## src/sv/rmslm_pkg.sv

```systemverilog
// ----------------------------------------------------------------------------
// rmslm_pkg - shared constants for the RMS level meter
// Widths, register indexes, reset values and fixed-point constants.
// ----------------------------------------------------------------------------
`default_nettype none

package rmslm_pkg;

  // Averaging window, a power of two
  localparam int WINDOW_LOG2 = 3;
  localparam int WINDOW      = 1 << WINDOW_LOG2;
  localparam int PTR_W       = WINDOW_LOG2;

  localparam int SAMPLE_W = 10;
  localparam int DIFF_W   = SAMPLE_W + 1;
  localparam int SQ_W     = 2 * SAMPLE_W;
  localparam int SUM_W    = SQ_W + WINDOW_LOG2;
  localparam int MS_W     = SQ_W;
  localparam int RMS_W    = SAMPLE_W;
  localparam int LEVEL_W  = 8;

  // Configuration port
  localparam int CFG_IDX_W = 2;
  localparam int CFG_DATA_W = SAMPLE_W;
  localparam logic [CFG_IDX_W-1:0] CFG_REFERENCE_LEVEL = CFG_IDX_W'(0);
  localparam logic [CFG_IDX_W-1:0] CFG_SAMPLE_OFFSET   = CFG_IDX_W'(1);
  localparam logic [SAMPLE_W-1:0]  REFERENCE_RESET     = SAMPLE_W'(170);
  localparam logic [SAMPLE_W-1:0]  OFFSET_RESET        = SAMPLE_W'(512);

  // Fixed-point log: Q30 mantissa, Q24 log2, Q8.8 decibels
  localparam int MANT_W      = 31;
  localparam int MANT_FRAC   = 30;
  localparam int LOG_FRAC_W  = 24;
  localparam int EXP_W       = 4;
  localparam int LG_W        = LOG_FRAC_W + EXP_W;
  localparam int STEP_W      = 5;
  localparam int K_W         = 27;
  localparam int PROD_W      = LG_W + K_W;
  localparam int ROUND_SHIFT = 40;
  localparam int DB_W        = 14;
  localparam logic [K_W-1:0] DB_PER_OCTAVE = K_W'(101008905);

  localparam logic signed [LEVEL_W-1:0] LEVEL_SILENT = -LEVEL_W'(signed'(128));

endpackage

`default_nettype wire

```

## src/sv/rmslm_fifo.sv

```systemverilog
// ----------------------------------------------------------------------------
// rmslm_fifo - two-word queue between front and back
// Carries mean-square words so that either side can stall on its own.
// ----------------------------------------------------------------------------
`default_nettype none

module rmslm_fifo (
  input  wire logic                      clk,
  input  wire logic                      rst,
  input  wire logic                      push,
  input  wire logic [rmslm_pkg::MS_W-1:0] push_data,
  input  wire logic                      pop,
  output logic [rmslm_pkg::MS_W-1:0]     head,
  output logic                           empty,
  output logic                           full
);
  import rmslm_pkg::*;

  logic [MS_W-1:0] mem [2];
  logic            wr_ptr;
  logic            rd_ptr;
  logic [1:0]      count;

  assign empty = (count == 2'd0);
  assign full  = (count == 2'd2);
  assign head  = mem[rd_ptr];

  always_ff @(posedge clk) begin
    if (push) begin
      mem[wr_ptr] <= push_data;
    end
  end

  always_ff @(posedge clk) begin
    if (rst) begin
      wr_ptr <= 1'b0;
      rd_ptr <= 1'b0;
      count  <= 2'd0;
    end else begin
      if (push) wr_ptr <= ~wr_ptr;
      if (pop)  rd_ptr <= ~rd_ptr;
      if (push && !pop)      count <= count + 2'd1;
      else if (pop && !push) count <= count - 2'd1;
    end
  end

  a_no_overflow: assert property (@(posedge clk) disable iff (rst) !(push && full))
    else $error("queue written while full");
  a_no_underflow: assert property (@(posedge clk) disable iff (rst) !(pop && empty))
    else $error("queue read while empty");

endmodule

`default_nettype wire

```

## src/sv/rmslm_log.sv

```systemverilog
// ----------------------------------------------------------------------------
// rmslm_log - iterative 20*log10(x) in Q8.8
// One squaring of the Q30 mantissa per cycle, then one scaling multiply.
// ----------------------------------------------------------------------------
`default_nettype none

module rmslm_log (
  input  wire logic                          clk,
  input  wire logic                          rst,
  input  wire logic                          start,
  input  wire logic [rmslm_pkg::RMS_W-1:0]   x,
  output logic                               busy,
  output logic                               done,
  output logic [rmslm_pkg::DB_W-1:0]         db
);
  import rmslm_pkg::*;

  typedef enum logic [1:0] {L_IDLE, L_ITER, L_MUL, L_FIN} log_state_t;

  log_state_t        state;
  logic [MANT_W-1:0] m;
  logic [LG_W-1:0]   lg;
  logic [STEP_W-1:0] step;
  logic [PROD_W-1:0] prod;

  logic [EXP_W-1:0]    n;
  logic [STEP_W-1:0]   shamt;
  logic [MANT_W-1:0]   m_init;
  logic [2*MANT_W-1:0] sq;
  logic [MANT_W:0]     msq;
  logic [PROD_W-1:0]   rounded;

  // Position of the top set bit
  always_comb begin
    n = '0;
    for (int i = 0; i < RMS_W; i++) begin
      if (x[i]) n = EXP_W'(i);
    end
  end

  assign shamt  = STEP_W'(MANT_FRAC) - STEP_W'(n);
  assign m_init = MANT_W'(x) << shamt;
  assign sq     = (2*MANT_W)'(m) * (2*MANT_W)'(m);
  assign msq    = sq[MANT_FRAC +: MANT_W+1];

  assign rounded = prod + (PROD_W'(1) << (ROUND_SHIFT - 1));
  assign db      = rounded[ROUND_SHIFT +: DB_W];
  assign busy    = (state != L_IDLE);
  assign done    = (state == L_FIN);

  always_ff @(posedge clk) begin
    if (rst) begin
      state <= L_IDLE;
    end else begin
      case (state)
        L_IDLE: begin
          if (start) begin
            m     <= m_init;
            lg    <= {n, LOG_FRAC_W'(0)};
            step  <= STEP_W'(LOG_FRAC_W - 1);
            state <= L_ITER;
          end
        end
        L_ITER: begin
          // Square; a result of two or more carries one bit of the log
          if (msq[MANT_W]) begin
            m        <= msq[MANT_W:1];
            lg[step] <= 1'b1;
          end else begin
            m <= msq[MANT_W-1:0];
          end
          if (step == '0) state <= L_MUL;
          else            step  <= step - STEP_W'(1);
        end
        L_MUL: begin
          prod  <= PROD_W'(lg) * PROD_W'(DB_PER_OCTAVE);
          state <= L_FIN;
        end
        L_FIN: begin
          state <= L_IDLE;
        end
        default: state <= L_IDLE;
      endcase
    end
  end

  a_start_idle: assert property (@(posedge clk) disable iff (rst) start |-> !busy)
    else $error("log unit started while busy");

endmodule

`default_nettype wire

```

## src/sv/rmslm_front.sv

```systemverilog
// ----------------------------------------------------------------------------
// rmslm_front - sample intake and running sum of squares
// Removes the offset, keeps a ring of squares and queues the mean square.
// ----------------------------------------------------------------------------
`default_nettype none

module rmslm_front (
  input  wire logic                           clk,
  input  wire logic                           rst,
  input  wire logic                           in_valid,
  output logic                                in_stall,
  input  wire logic [rmslm_pkg::SAMPLE_W-1:0] sample,
  input  wire logic [rmslm_pkg::SAMPLE_W-1:0] sample_offset,
  input  wire logic                           fifo_full,
  output logic                                push,
  output logic [rmslm_pkg::MS_W-1:0]          push_data
);
  import rmslm_pkg::*;

  logic [SQ_W-1:0]  ring [WINDOW];
  logic [PTR_W-1:0] wp;
  logic [SUM_W-1:0] sum;

  logic signed [DIFF_W-1:0] diff;
  logic [DIFF_W-1:0]        neg;
  logic [SAMPLE_W-1:0]      mag;
  logic [SQ_W-1:0]          sq;
  logic [SUM_W-1:0]         sum_next;

  assign diff = signed'({1'b0, sample}) - signed'({1'b0, sample_offset});
  assign neg  = -diff;
  assign mag  = diff[DIFF_W-1] ? neg[SAMPLE_W-1:0] : diff[SAMPLE_W-1:0];
  assign sq   = SQ_W'(mag) * SQ_W'(mag);

  // Swap the oldest square for the new one
  assign sum_next  = sum + SUM_W'(sq) - SUM_W'(ring[wp]);
  assign push_data = sum_next[SUM_W-1:WINDOW_LOG2];

  assign in_stall = fifo_full;
  assign push     = in_valid && !fifo_full;

  always_ff @(posedge clk) begin
    if (rst) begin
      for (int i = 0; i < WINDOW; i++) ring[i] <= '0;
      wp  <= '0;
      sum <= '0;
    end else if (push) begin
      ring[wp] <= sq;
      wp       <= wp + PTR_W'(1);
      sum      <= sum_next;
    end
  end

endmodule

`default_nettype wire

```

## src/sv/rmslm_back.sv

```systemverilog
// ----------------------------------------------------------------------------
// rmslm_back - square root, decibel level and result register
// Takes mean-square words from the queue and produces one result word each.
// ----------------------------------------------------------------------------
`default_nettype none

module rmslm_back (
  input  wire logic                           clk,
  input  wire logic                           rst,
  input  wire logic                           fifo_empty,
  input  wire logic [rmslm_pkg::MS_W-1:0]     fifo_head,
  output logic                                pop,
  input  wire logic [rmslm_pkg::SAMPLE_W-1:0] reference_level,
  output logic                                out_valid,
  input  wire logic                           out_stall,
  output logic [rmslm_pkg::RMS_W-1:0]         rms,
  output logic signed [rmslm_pkg::LEVEL_W-1:0] level_db,
  output logic                                level_valid
);
  import rmslm_pkg::*;

  localparam int REM_W = RMS_W + 2;
  localparam int CNT_W = $clog2(RMS_W);

  typedef enum logic [2:0] {S_IDLE, S_SQRT, S_LOG_RMS, S_LOG_REF, S_EMIT} back_state_t;

  back_state_t               state;
  logic [MS_W-1:0]           radicand;
  logic [REM_W-1:0]          rem;
  logic [RMS_W-1:0]          root;
  logic [CNT_W-1:0]          cnt;
  logic [DB_W-1:0]           db_rms;
  logic                      log_start;
  logic [RMS_W-1:0]          res_rms;
  logic signed [LEVEL_W-1:0] res_level;
  logic                      res_valid;

  logic [REM_W-1:0]       rem_sh;
  logic [REM_W-1:0]       trial;
  logic [REM_W-1:0]       rem_next;
  logic [RMS_W-1:0]       root_next;
  logic [SAMPLE_W-1:0]    ref_eff;
  logic [RMS_W-1:0]       log_x;
  logic                   log_busy;
  logic                   log_done;
  logic [DB_W-1:0]        log_db;
  logic signed [DB_W:0]   db_diff;
  logic [DB_W:0]          db_neg;
  logic [DB_W-1:0]        db_mag;
  logic [LEVEL_W-1:0]     q;
  logic signed [LEVEL_W-1:0] level;
  logic                   out_free;
  logic                   sqrt_last;

  // Restoring square root, two radicand bits per step
  assign rem_sh = {rem[REM_W-3:0], radicand[MS_W-1 -: 2]};
  assign trial  = {root, 2'b01};
  always_comb begin
    if (rem_sh >= trial) begin
      rem_next  = rem_sh - trial;
      root_next = {root[RMS_W-2:0], 1'b1};
    end else begin
      rem_next  = rem_sh;
      root_next = {root[RMS_W-2:0], 1'b0};
    end
  end

  assign ref_eff = (reference_level == '0) ? SAMPLE_W'(1) : reference_level;
  assign log_x   = (state == S_LOG_REF) ? ref_eff : root;

  rmslm_log u_log (
    .clk   (clk),
    .rst   (rst),
    .start (log_start),
    .x     (log_x),
    .busy  (log_busy),
    .done  (log_done),
    .db    (log_db)
  );

  // Truncate the Q8.8 difference toward zero
  assign db_diff = signed'({1'b0, db_rms}) - signed'({1'b0, log_db});
  assign db_neg  = -db_diff;
  assign db_mag  = db_diff[DB_W] ? db_neg[DB_W-1:0] : db_diff[DB_W-1:0];
  assign q       = LEVEL_W'(db_mag >> 8);
  assign level   = db_diff[DB_W] ? -signed'(q) : signed'(q);

  assign pop       = (state == S_IDLE) && !fifo_empty;
  assign out_free  = !out_valid || !out_stall;
  assign sqrt_last = (state == S_SQRT) && (cnt == CNT_W'(RMS_W - 1));

  always_ff @(posedge clk) begin
    if (rst) begin
      state     <= S_IDLE;
      log_start <= 1'b0;
      out_valid <= 1'b0;
    end else begin
      // Kick the log unit for the rms, then again for the reference
      log_start <= (sqrt_last && root_next != '0) || (state == S_LOG_RMS && log_done);
      if (out_valid && !out_stall && state != S_EMIT) out_valid <= 1'b0;
      case (state)
        S_IDLE: begin
          if (!fifo_empty) begin
            radicand <= fifo_head;
            rem      <= '0;
            root     <= '0;
            cnt      <= '0;
            state    <= S_SQRT;
          end
        end
        S_SQRT: begin
          radicand <= radicand << 2;
          rem      <= rem_next;
          root     <= root_next;
          cnt      <= cnt + CNT_W'(1);
          if (sqrt_last) begin
            if (root_next == '0) begin
              res_rms   <= '0;
              res_level <= LEVEL_SILENT;
              res_valid <= 1'b0;
              state     <= S_EMIT;
            end else begin
              state     <= S_LOG_RMS;
            end
          end
        end
        S_LOG_RMS: begin
          if (log_done) begin
            db_rms    <= log_db;
            state     <= S_LOG_REF;
          end
        end
        S_LOG_REF: begin
          if (log_done) begin
            res_rms   <= root;
            res_level <= level;
            res_valid <= 1'b1;
            state     <= S_EMIT;
          end
        end
        S_EMIT: begin
          if (out_free) begin
            rms         <= res_rms;
            level_db    <= res_level;
            level_valid <= res_valid;
            out_valid   <= 1'b1;
            state       <= S_IDLE;
          end
        end
        default: state <= S_IDLE;
      endcase
    end
  end

  a_silent_word: assert property (@(posedge clk) disable iff (rst)
      out_valid && !level_valid |-> rms == '0 && level_db == LEVEL_SILENT)
    else $error("level marked invalid on a nonzero rms");
  a_log_owned: assert property (@(posedge clk) disable iff (rst)
      log_busy |-> state == S_LOG_RMS || state == S_LOG_REF)
    else $error("log unit running outside its states");

endmodule

`default_nettype wire

```

## src/sv/rms_level_meter.sv

```systemverilog
// Path from an accepted sample to its result word: the queue, 10 square-root
// steps, two log passes on the shared log unit, then one emit step.
// The back part takes one word at a time from the queue and starts the next only in
// idle; a window of silence gives rms zero and skips both log passes.
// Reset: synchronous; clears the ring, write pointer, running sum, queue and
// output, and loads reference level 170 and sample offset 512.
// ----------------------------------------------------------------------------
// rms_level_meter - windowed RMS and decibel level meter
// Configuration registers, front intake, queue and back computation.
// ----------------------------------------------------------------------------
`default_nettype none

module rms_level_meter (
  input  wire logic                             clk,
  input  wire logic                             rst,
  input  wire logic                             in_valid,
  output logic                                  in_stall,
  input  wire logic [rmslm_pkg::SAMPLE_W-1:0]   sample,
  output logic                                  out_valid,
  input  wire logic                             out_stall,
  output logic [rmslm_pkg::RMS_W-1:0]           rms,
  output logic signed [rmslm_pkg::LEVEL_W-1:0]  level_db,
  output logic                                  level_valid,
  input  wire logic                             cfg_valid,
  output logic                                  cfg_ready,
  input  wire logic [rmslm_pkg::CFG_IDX_W-1:0]  cfg_index,
  input  wire logic [rmslm_pkg::CFG_DATA_W-1:0] cfg_data
);
  import rmslm_pkg::*;

  logic [SAMPLE_W-1:0] reference_level;
  logic [SAMPLE_W-1:0] sample_offset;

  logic            push;
  logic [MS_W-1:0] push_data;
  logic            pop;
  logic [MS_W-1:0] fifo_head;
  logic            fifo_empty;
  logic            fifo_full;

  assign cfg_ready = 1'b1;

  // Unknown indexes are dropped
  always_ff @(posedge clk) begin
    if (rst) begin
      reference_level <= REFERENCE_RESET;
      sample_offset   <= OFFSET_RESET;
    end else if (cfg_valid && cfg_ready) begin
      case (cfg_index)
        CFG_REFERENCE_LEVEL: reference_level <= cfg_data;
        CFG_SAMPLE_OFFSET:   sample_offset   <= cfg_data;
        default: ;
      endcase
    end
  end

  rmslm_front u_front (
    .clk           (clk),
    .rst           (rst),
    .in_valid      (in_valid),
    .in_stall      (in_stall),
    .sample        (sample),
    .sample_offset (sample_offset),
    .fifo_full     (fifo_full),
    .push          (push),
    .push_data     (push_data)
  );

  rmslm_fifo u_fifo (
    .clk       (clk),
    .rst       (rst),
    .push      (push),
    .push_data (push_data),
    .pop       (pop),
    .head      (fifo_head),
    .empty     (fifo_empty),
    .full      (fifo_full)
  );

  rmslm_back u_back (
    .clk             (clk),
    .rst             (rst),
    .fifo_empty      (fifo_empty),
    .fifo_head       (fifo_head),
    .pop             (pop),
    .reference_level (reference_level),
    .out_valid       (out_valid),
    .out_stall       (out_stall),
    .rms             (rms),
    .level_db        (level_db),
    .level_valid     (level_valid)
  );

endmodule

`default_nettype wire
```

## config.mk

```make
export PLATFORM = sky130hd
export DESIGN_NAME = rms_level_meter
export DESIGN_NICKNAME = d
export VERILOG_FILES = /design/src/sv/rmslm_pkg.sv /design/src/sv/rmslm_fifo.sv /design/src/sv/rmslm_log.sv /design/src/sv/rmslm_front.sv /design/src/sv/rmslm_back.sv /design/src/sv/rms_level_meter.sv
export SDC_FILE = /design/constraint.sdc
export NUM_CORES = 2
export LEC_CHECK = 0
export ABC_AREA = 1
export BUFFER_PORTS_ARGS = -buffer_cell sky130_fd_sc_hd__buf_2
export CAP_MARGIN = 10
export CORE_MARGIN = 2
export CORE_UTILIZATION = 72
export CTS_CLUSTER_DIAMETER = 200
export DETAILED_ROUTE_END_ITERATION = 6
export PLACE_DENSITY_LB_ADDON = 0.08
export REMOVE_ABC_BUFFERS = 1
export SLEW_MARGIN = 10
export SYNTH_ARGS = -nofsm -noshare
export SYNTH_HDL_FRONTEND = slang
export SYNTH_SLANG_ARGS = --single-unit
export TNS_END_PERCENT = 50
```

## constraint.sdc

```tcl
create_clock -name clk -period 19.75 [get_ports clk]
set_input_delay 0.9875 -clock clk [delete_from_list [all_inputs] [get_ports clk]]
set_output_delay 0.9875 -clock clk [all_outputs]
set_load 0.03 [all_outputs]
```

== Word-level counts from Yosys, hierarchy flattened ==
Memory sizes are Yosys's and may differ from the RTL's. A register that Yosys moved wholly into a read port is not among the register bits.
Index checks and enable logic that the tools add are counted.
Word-level totals
  register bits: 271
  bits in writable memories: 200
  bits of input ports: 27
  output and inout bits: 22
  logic and storage cells: 193
  memories kept: 2
Memory list
  u_front.ring: depth 8, width 20, read ports 1, clocked after memory_dff 1, write ports 8, RTL line rmslm_front.sv:20  | logic [SQ_W-1:0] ring [WINDOW];
  u_fifo.mem: depth 2, width 20, read ports 1, clocked after memory_dff 1, write ports 1, RTL line rmslm_fifo.sv:19  | logic [MS_W-1:0] mem [2];
Operators by class
  add/subtract/negate cells: 15
  multiply operators: 3
  $lt $le $gt $ge: 3
  equal/unequal tests: 21
  shift operators: 1
  muxes and demuxes: 75
  bitwise operators: 4
  reduce and logical (&&, ||, !) cells: 43
Operators with widths (number)
  10-bit 2-to-1 mux: 9
  31-bit by 31-bit multiplier with 62-bit output: 1
  31-bit 2-to-1 mux: 2
  31-bit case mux with 2 select lines: 1
  10-bit case mux with 2 select lines: 3
  28-bit 2-to-1 mux: 2
  28-bit case mux with 2 select lines: 1
  54-bit by 40-bit adder with 54-bit output (second input constant): 1
  28-bit by 27-bit multiplier with 54-bit output (second input constant): 1
  20-bit 2-to-1 mux: 2
  20-bit case mux with 2 select lines: 1
  4-bit 2-to-1 mux: 9
  8-bit 2-to-1 mux: 4
  10-bit by 5-bit << shifter with 31-bit output: 1
  28-bit OR: 1
  3-bit 2-to-1 mux: 9
  23-bit by 20-bit adder with 23-bit output: 1
  23-bit by 20-bit subtractor with 23-bit output: 1
  10-bit logical NOT: 2
  10-bit by 10-bit multiplier with 20-bit output: 1
  20-bit OR reduction: 1
  1-bit 2-to-1 mux: 18
  8-bit case mux with 2 select lines: 1
  3-bit case mux with 5 select lines: 1
  45 further kinds: 91

== Logic depth before layout (Yosys ltp) ==
  word-level depth: 16
  gate-level depth with buffers: 49
  depth with buffers taken out: 49

== Modules after synthesis ==
A second synthesis with hierarchy kept.
Unflattened totals
  cells, all modules: 7675
  area total of the unflattened synthesis: 63961.3 um2
By module, submodules not included
  rmslm_log: instances 1, cells each 5261, area each 42495.8 um2, seq. area each 2412.3 um2
  rmslm_front: instances 1, cells each 1572, area each 13206.4 um2, seq. area each 5144.9 um2
  rmslm_back: instances 1, cells each 624, area each 5642.9 um2, seq. area each 2982.9 um2
  rmslm_fifo: instances 1, cells each 95, area each 1752.9 um2, seq. area each 1301.2 um2
  rms_level_meter: instances 1, cells each 123, area each 863.3 um2, seq. area each 400.4 um2

== Least setup slack after synthesis ==
No wires, ideal clock.
  path type: in2reg
  from: input sample[0] in the netlist's numbering
  to: register u_front.sum[19]
  setup time: 115 ps
  arrival time: 8764 ps
  required time: 19635 ps
  path slack: 10870 ps
  cell stages on the path: 44
  path buffers: 1
  cell sequence: inv_1 ha_1 fa_1 inv_1 nand3_1 nand2_1 a21oi_1 xor2_1 inv_1 nor2_1 nand2_1 nand2_1 nand2_1 nand2_1 buf_2 nor2_1 fa_1 inv_1 (+8 left out) nand2_1 o21ai_0 a21o_1 nand2_1 nand2_1 a21oi_1 xor2_1 inv_1 fa_1 ha_1 nand2_1 nor4_1 nand4_1 nand3_1 a31oi_1 xor2_1 o21ai_0 inv_1
On the way
  longest elaborated chain between the ends: 6
Ends and longest elaborated chain
  start: declaration: RTL line rms_level_meter.sv:18  | input wire logic [rmslm_pkg::SAMPLE_W-1:0] sample,
  10-bit by 10-bit subtractor with 11-bit output (*): RTL line rmslm_front.sv:30  | assign diff = signed'({1'b0, sample}) - signed'({1'b0, sample_offset});
  10-bit negation: RTL line rmslm_front.sv:31  | assign neg = -diff;
  10-bit 2-to-1 mux (*): RTL line rmslm_front.sv:32  | assign mag = diff[DIFF_W-1] ? neg[SAMPLE_W-1:0] : diff[SAMPLE_W-1:0];
  10-bit by 10-bit multiplier with 20-bit output (*): RTL line rmslm_front.sv:33  | assign sq = SQ_W'(mag) * SQ_W'(mag);
  via u_front.sq[12]: RTL line rmslm_front.sv:27  | logic [SQ_W-1:0] sq;
  23-bit by 20-bit adder with 23-bit output (*): RTL line rmslm_front.sv:36  | assign sum_next = sum + SUM_W'(sq) - SUM_W'(ring[wp]);
  23-bit by 20-bit subtractor with 23-bit output (*): RTL line rmslm_front.sv:36
  via push_data[16]: RTL line rms_level_meter.sv:35  | logic [MS_W-1:0] push_data;
  end signal: assignment: RTL line rmslm_front.sv:50  | sum <= sum_next;
  end: declaration: RTL line rmslm_front.sv:22  | logic [SUM_W-1:0] sum;
The timed path passes the listed nets; every way through them passes the cells marked *.
A chain may end at the register's enable or synchronous reset.

== Worst setup path after layout ==
  from: input sample[0] in the netlist's numbering
  to: register u_front.sum[19]
On the way
  longest elaborated chain between the ends: 6
Ends and longest elaborated chain
  10-bit by 10-bit subtractor with 11-bit output (*): RTL line rmslm_front.sv:30
  10-bit negation: RTL line rmslm_front.sv:31
  10-bit 2-to-1 mux (*): RTL line rmslm_front.sv:32
  via u_front.mag[0]: RTL line rmslm_front.sv:26  | logic [SAMPLE_W-1:0] mag;
  10-bit by 10-bit multiplier with 20-bit output (*): RTL line rmslm_front.sv:33
  via u_front.sq[12]: RTL line rmslm_front.sv:27
  23-bit by 20-bit adder with 23-bit output (*): RTL line rmslm_front.sv:36
  23-bit by 20-bit subtractor with 23-bit output (*): RTL line rmslm_front.sv:36
  via push_data[16]: RTL line rms_level_meter.sv:35
Marked as above.

==> results_dict.tcl <==
set metrics [dict create \
    cpMostUsedCell "inv_1" \
    gp_congestion 0.9873 \
    clkTransAtPathRegs_ps 60 \
    drt_wl_total_um 158900 \
    drtPass1Iterations 6 \
    drive_gt1_share_pct 3.726 \
    setup_viol 0 \
    final_cell_mix "inv_1, nand2_1, fa_1" \
    num-nets-final 8797 \
    synth-seq-area-share_pct 19.82 \
    grt_pass1_vias 49947 \
    cpMaxStageDelayCell "xor2_1" \
    portBuffers 47 \
    timing.final.crit_share_pct 50.41 \
    area_growth_syn_to_layout_pct 4.958 \
    synth_area_leaders "fa_1, edfxtp_1, ha_1" \
    dominantRegCellSynth "edfxtp_1" \
    cts_inserted_buffers 48 \
    hold_violations 0 \
    status "finished clean" \
    setup_tns_ps 0 \
    path_class "in2reg" \
    layout_min_cycle_time_ps 9956 \
    ys_types 56 \
    pin_count 49 \
    initialDrtViolationCount 4374 \
    synth.ff_latch_count 428 \
    core.rowCount 107 \
    drc 0 \
    cts_hold_buf 0 \
    grt_max_degree 53 \
    clock_path_buffers 3 \
    routedWlPerCell_um 19.06 \
    crit_arrival_ps 10520 \
    vias 47484 \
    cp-start-kind "primary input" \
    drv_slew 0 \
    layout_commonest_cell "inv_1" \
    clk_latency_ps 620 \
    cts-htree-levels 2 \
    rsz0062_at_grt "false" \
    chipHeight_um 296.9 \
    gr-total-overflow 0 \
    fmax_mhz 100.4 \
    synth_edf_count 367 \
    initial_utilization_pct 72.55 \
    hp-class "reg2reg" \
    cp_max_fo 19 \
    die-area_um2 88160 \
    max_cap_viol_count 0 \
    max-slew-margin-rel_pct 16.50 \
    reg2reg_slack_ps 10000 \
    final_antenna_net_count 0 \
    syn_area_um2 61770 \
    gr-usage-all-layers_pct 37.21 \
    synth.top_cell.area_share_pct 31.14 \
    viasPerCell 5.696 \
    clock-root-buffer "clkbuf_16" \
    slowest_delay_ps 780 \
    required_ps 20310 \
    yosys_warnings 0 \
    tightest_slew_ps 1249 \
    yosys.area.top_type "fa_1" \
    clock_skew_ps 26.54 \
    syn_area_per_cell_um2 8.603 \
    antenna_found_initial 3 \
    holdPathStages 0 \
    cts.sinks 428 \
    crit_path_end_kind "register" \
    async_flop_share_pct 0 \
    die_x_um 296.9 \
    core_um2 85150 \
    cts_tree "done" \
    post_cts_resized 0 \
    synthCells 7180 \
    grt_first_pass_wirelength_um 259300 \
    hpwlAfterDp_um 125300 \
    post_cts_buffers 0 \
    r2r_cells 37 \
]
-- critical path: cells and delay by family --
| kind | cells | cell delay (ps) |
|---|---|---|
| buffers and inverters | 8 | 970 |
| and+or+nand+nor | 11 | 1570 |
| AOI/OAI and AO/OA | 9 | 1610 |
| xor gates and xnor gates | 2 | 1050 |
| adders and majority gates | 9 | 4320 |
-- path summary, 6_finish.rpt --
check	from	to
setup reg to reg	sample_offset[0]$_SDFFE_PP0P_	u_front.sum[19]$_SDFFE_PP0P_
setup / recovery	sample[0]	u_front.sum[19]$_SDFFE_PP0P_
hold reg to reg	u_back.res_level[1]$_SDFFCE_PN0P_	u_back.level_db[1]$_DFFE_PP_
hold / removal	u_back.res_level[1]$_SDFFCE_PN0P_	u_back.level_db[1]$_DFFE_PP_
-- per-layer routing --
layer | up-vias | part of all wire [%] | global-route usage [%]
met5 | - | 0.0088 | 0
met4 | 2 | 3.8 | 13.18
met3 | 361 | 9.3 | 6.342
met2 | 2137 | 46 | 59.56
met1 | 23175 | 41 | 51.77
li1 | 21809 | - | -
-- through the flow --
step	hold WS (ps)	instances	area, µm²	utilization (%)	worst slack [ps]
floorplan	400.3	6991	61020	-	10740
global placement	401.2	8246	63200	74.22	9581
detailed placement	404.5	8246	63200	74.22	9317
CTS	412.2	8336	64830	76.14	9943
global route	416.1	8337	64840	76.15	9072
finish	415.7	8337	64840	76.15	9794
-- kinds of logic after synthesis --
kind of cell / synth area share (%)
AO/OA/AOI/OAI: 7.395
other: 0.006071
AND/OR/NAND/NOR: 13.37
multiplexers: 0.03646
adder cells (fa/ha/maj): 44.45
buffers and inverters: 13.00
XOR/XNOR: 1.926
flip-flops: 19.82
-- area by class of cell --
type,instances,area (µm²)
multi-input cells,4624,41520
fillers,6125,20310
flip-flops and latches,428,12240
inverters,1939,7281
well taps,1144,1431
clock buffers,61,1333
repair buffers,111,715.7
clock inverters,29,305.3
diodes,1,2.502
-- cell usage after synthesis (10+ instances only) --
cell type	number
nor4_1	13
or2_2	10
inv_2	13
buf_1	13
nand4_1	30
inv_1	1921
o21ai_0	341
nand3b_1	10
xnor2_1	40
a21o_1	18
o21bai_1	17
edfxtp_1	367
fa_1	961
o221ai_1	19
ha_1	657
dfxtp_1	61
o22ai_1	23
nand2_1	1140
nand3_1	155
o21ai_1	10
a21oi_1	299
a31oi_1	27
o21ai_2	11
o21a_1	13
nor2_1	614
nor3_1	43
o211ai_1	17
xor2_1	84
clkbuf_1	163
-- state kept, by name (all words and copies together), names as in the netlist, 2 cells and up, named ones only --
name and cells:
u_back.u_log.prod 15, u_back.radicand 20, u_front.sum 23, u_back.u_log.lg 28
u_back.u_log.m 31, u_front.ring 152, u_back.u_log.state 2, u_back.rms 10
u_back.u_log.step 5, sample_offset 10, u_back.rem 10, reference_level 10
u_front.wp 3, u_fifo.mem 40, u_back.cnt 4, u_fifo.count 2
u_back.db_rms 14, u_back.state 3, u_back.res_rms 10, u_back.res_level 8
u_back.level_db 8, u_back.root 10
Power is left out: the tool's default activity adds up to more than one toggle a clock period on the data nets, which glitch-free logic cannot reach.
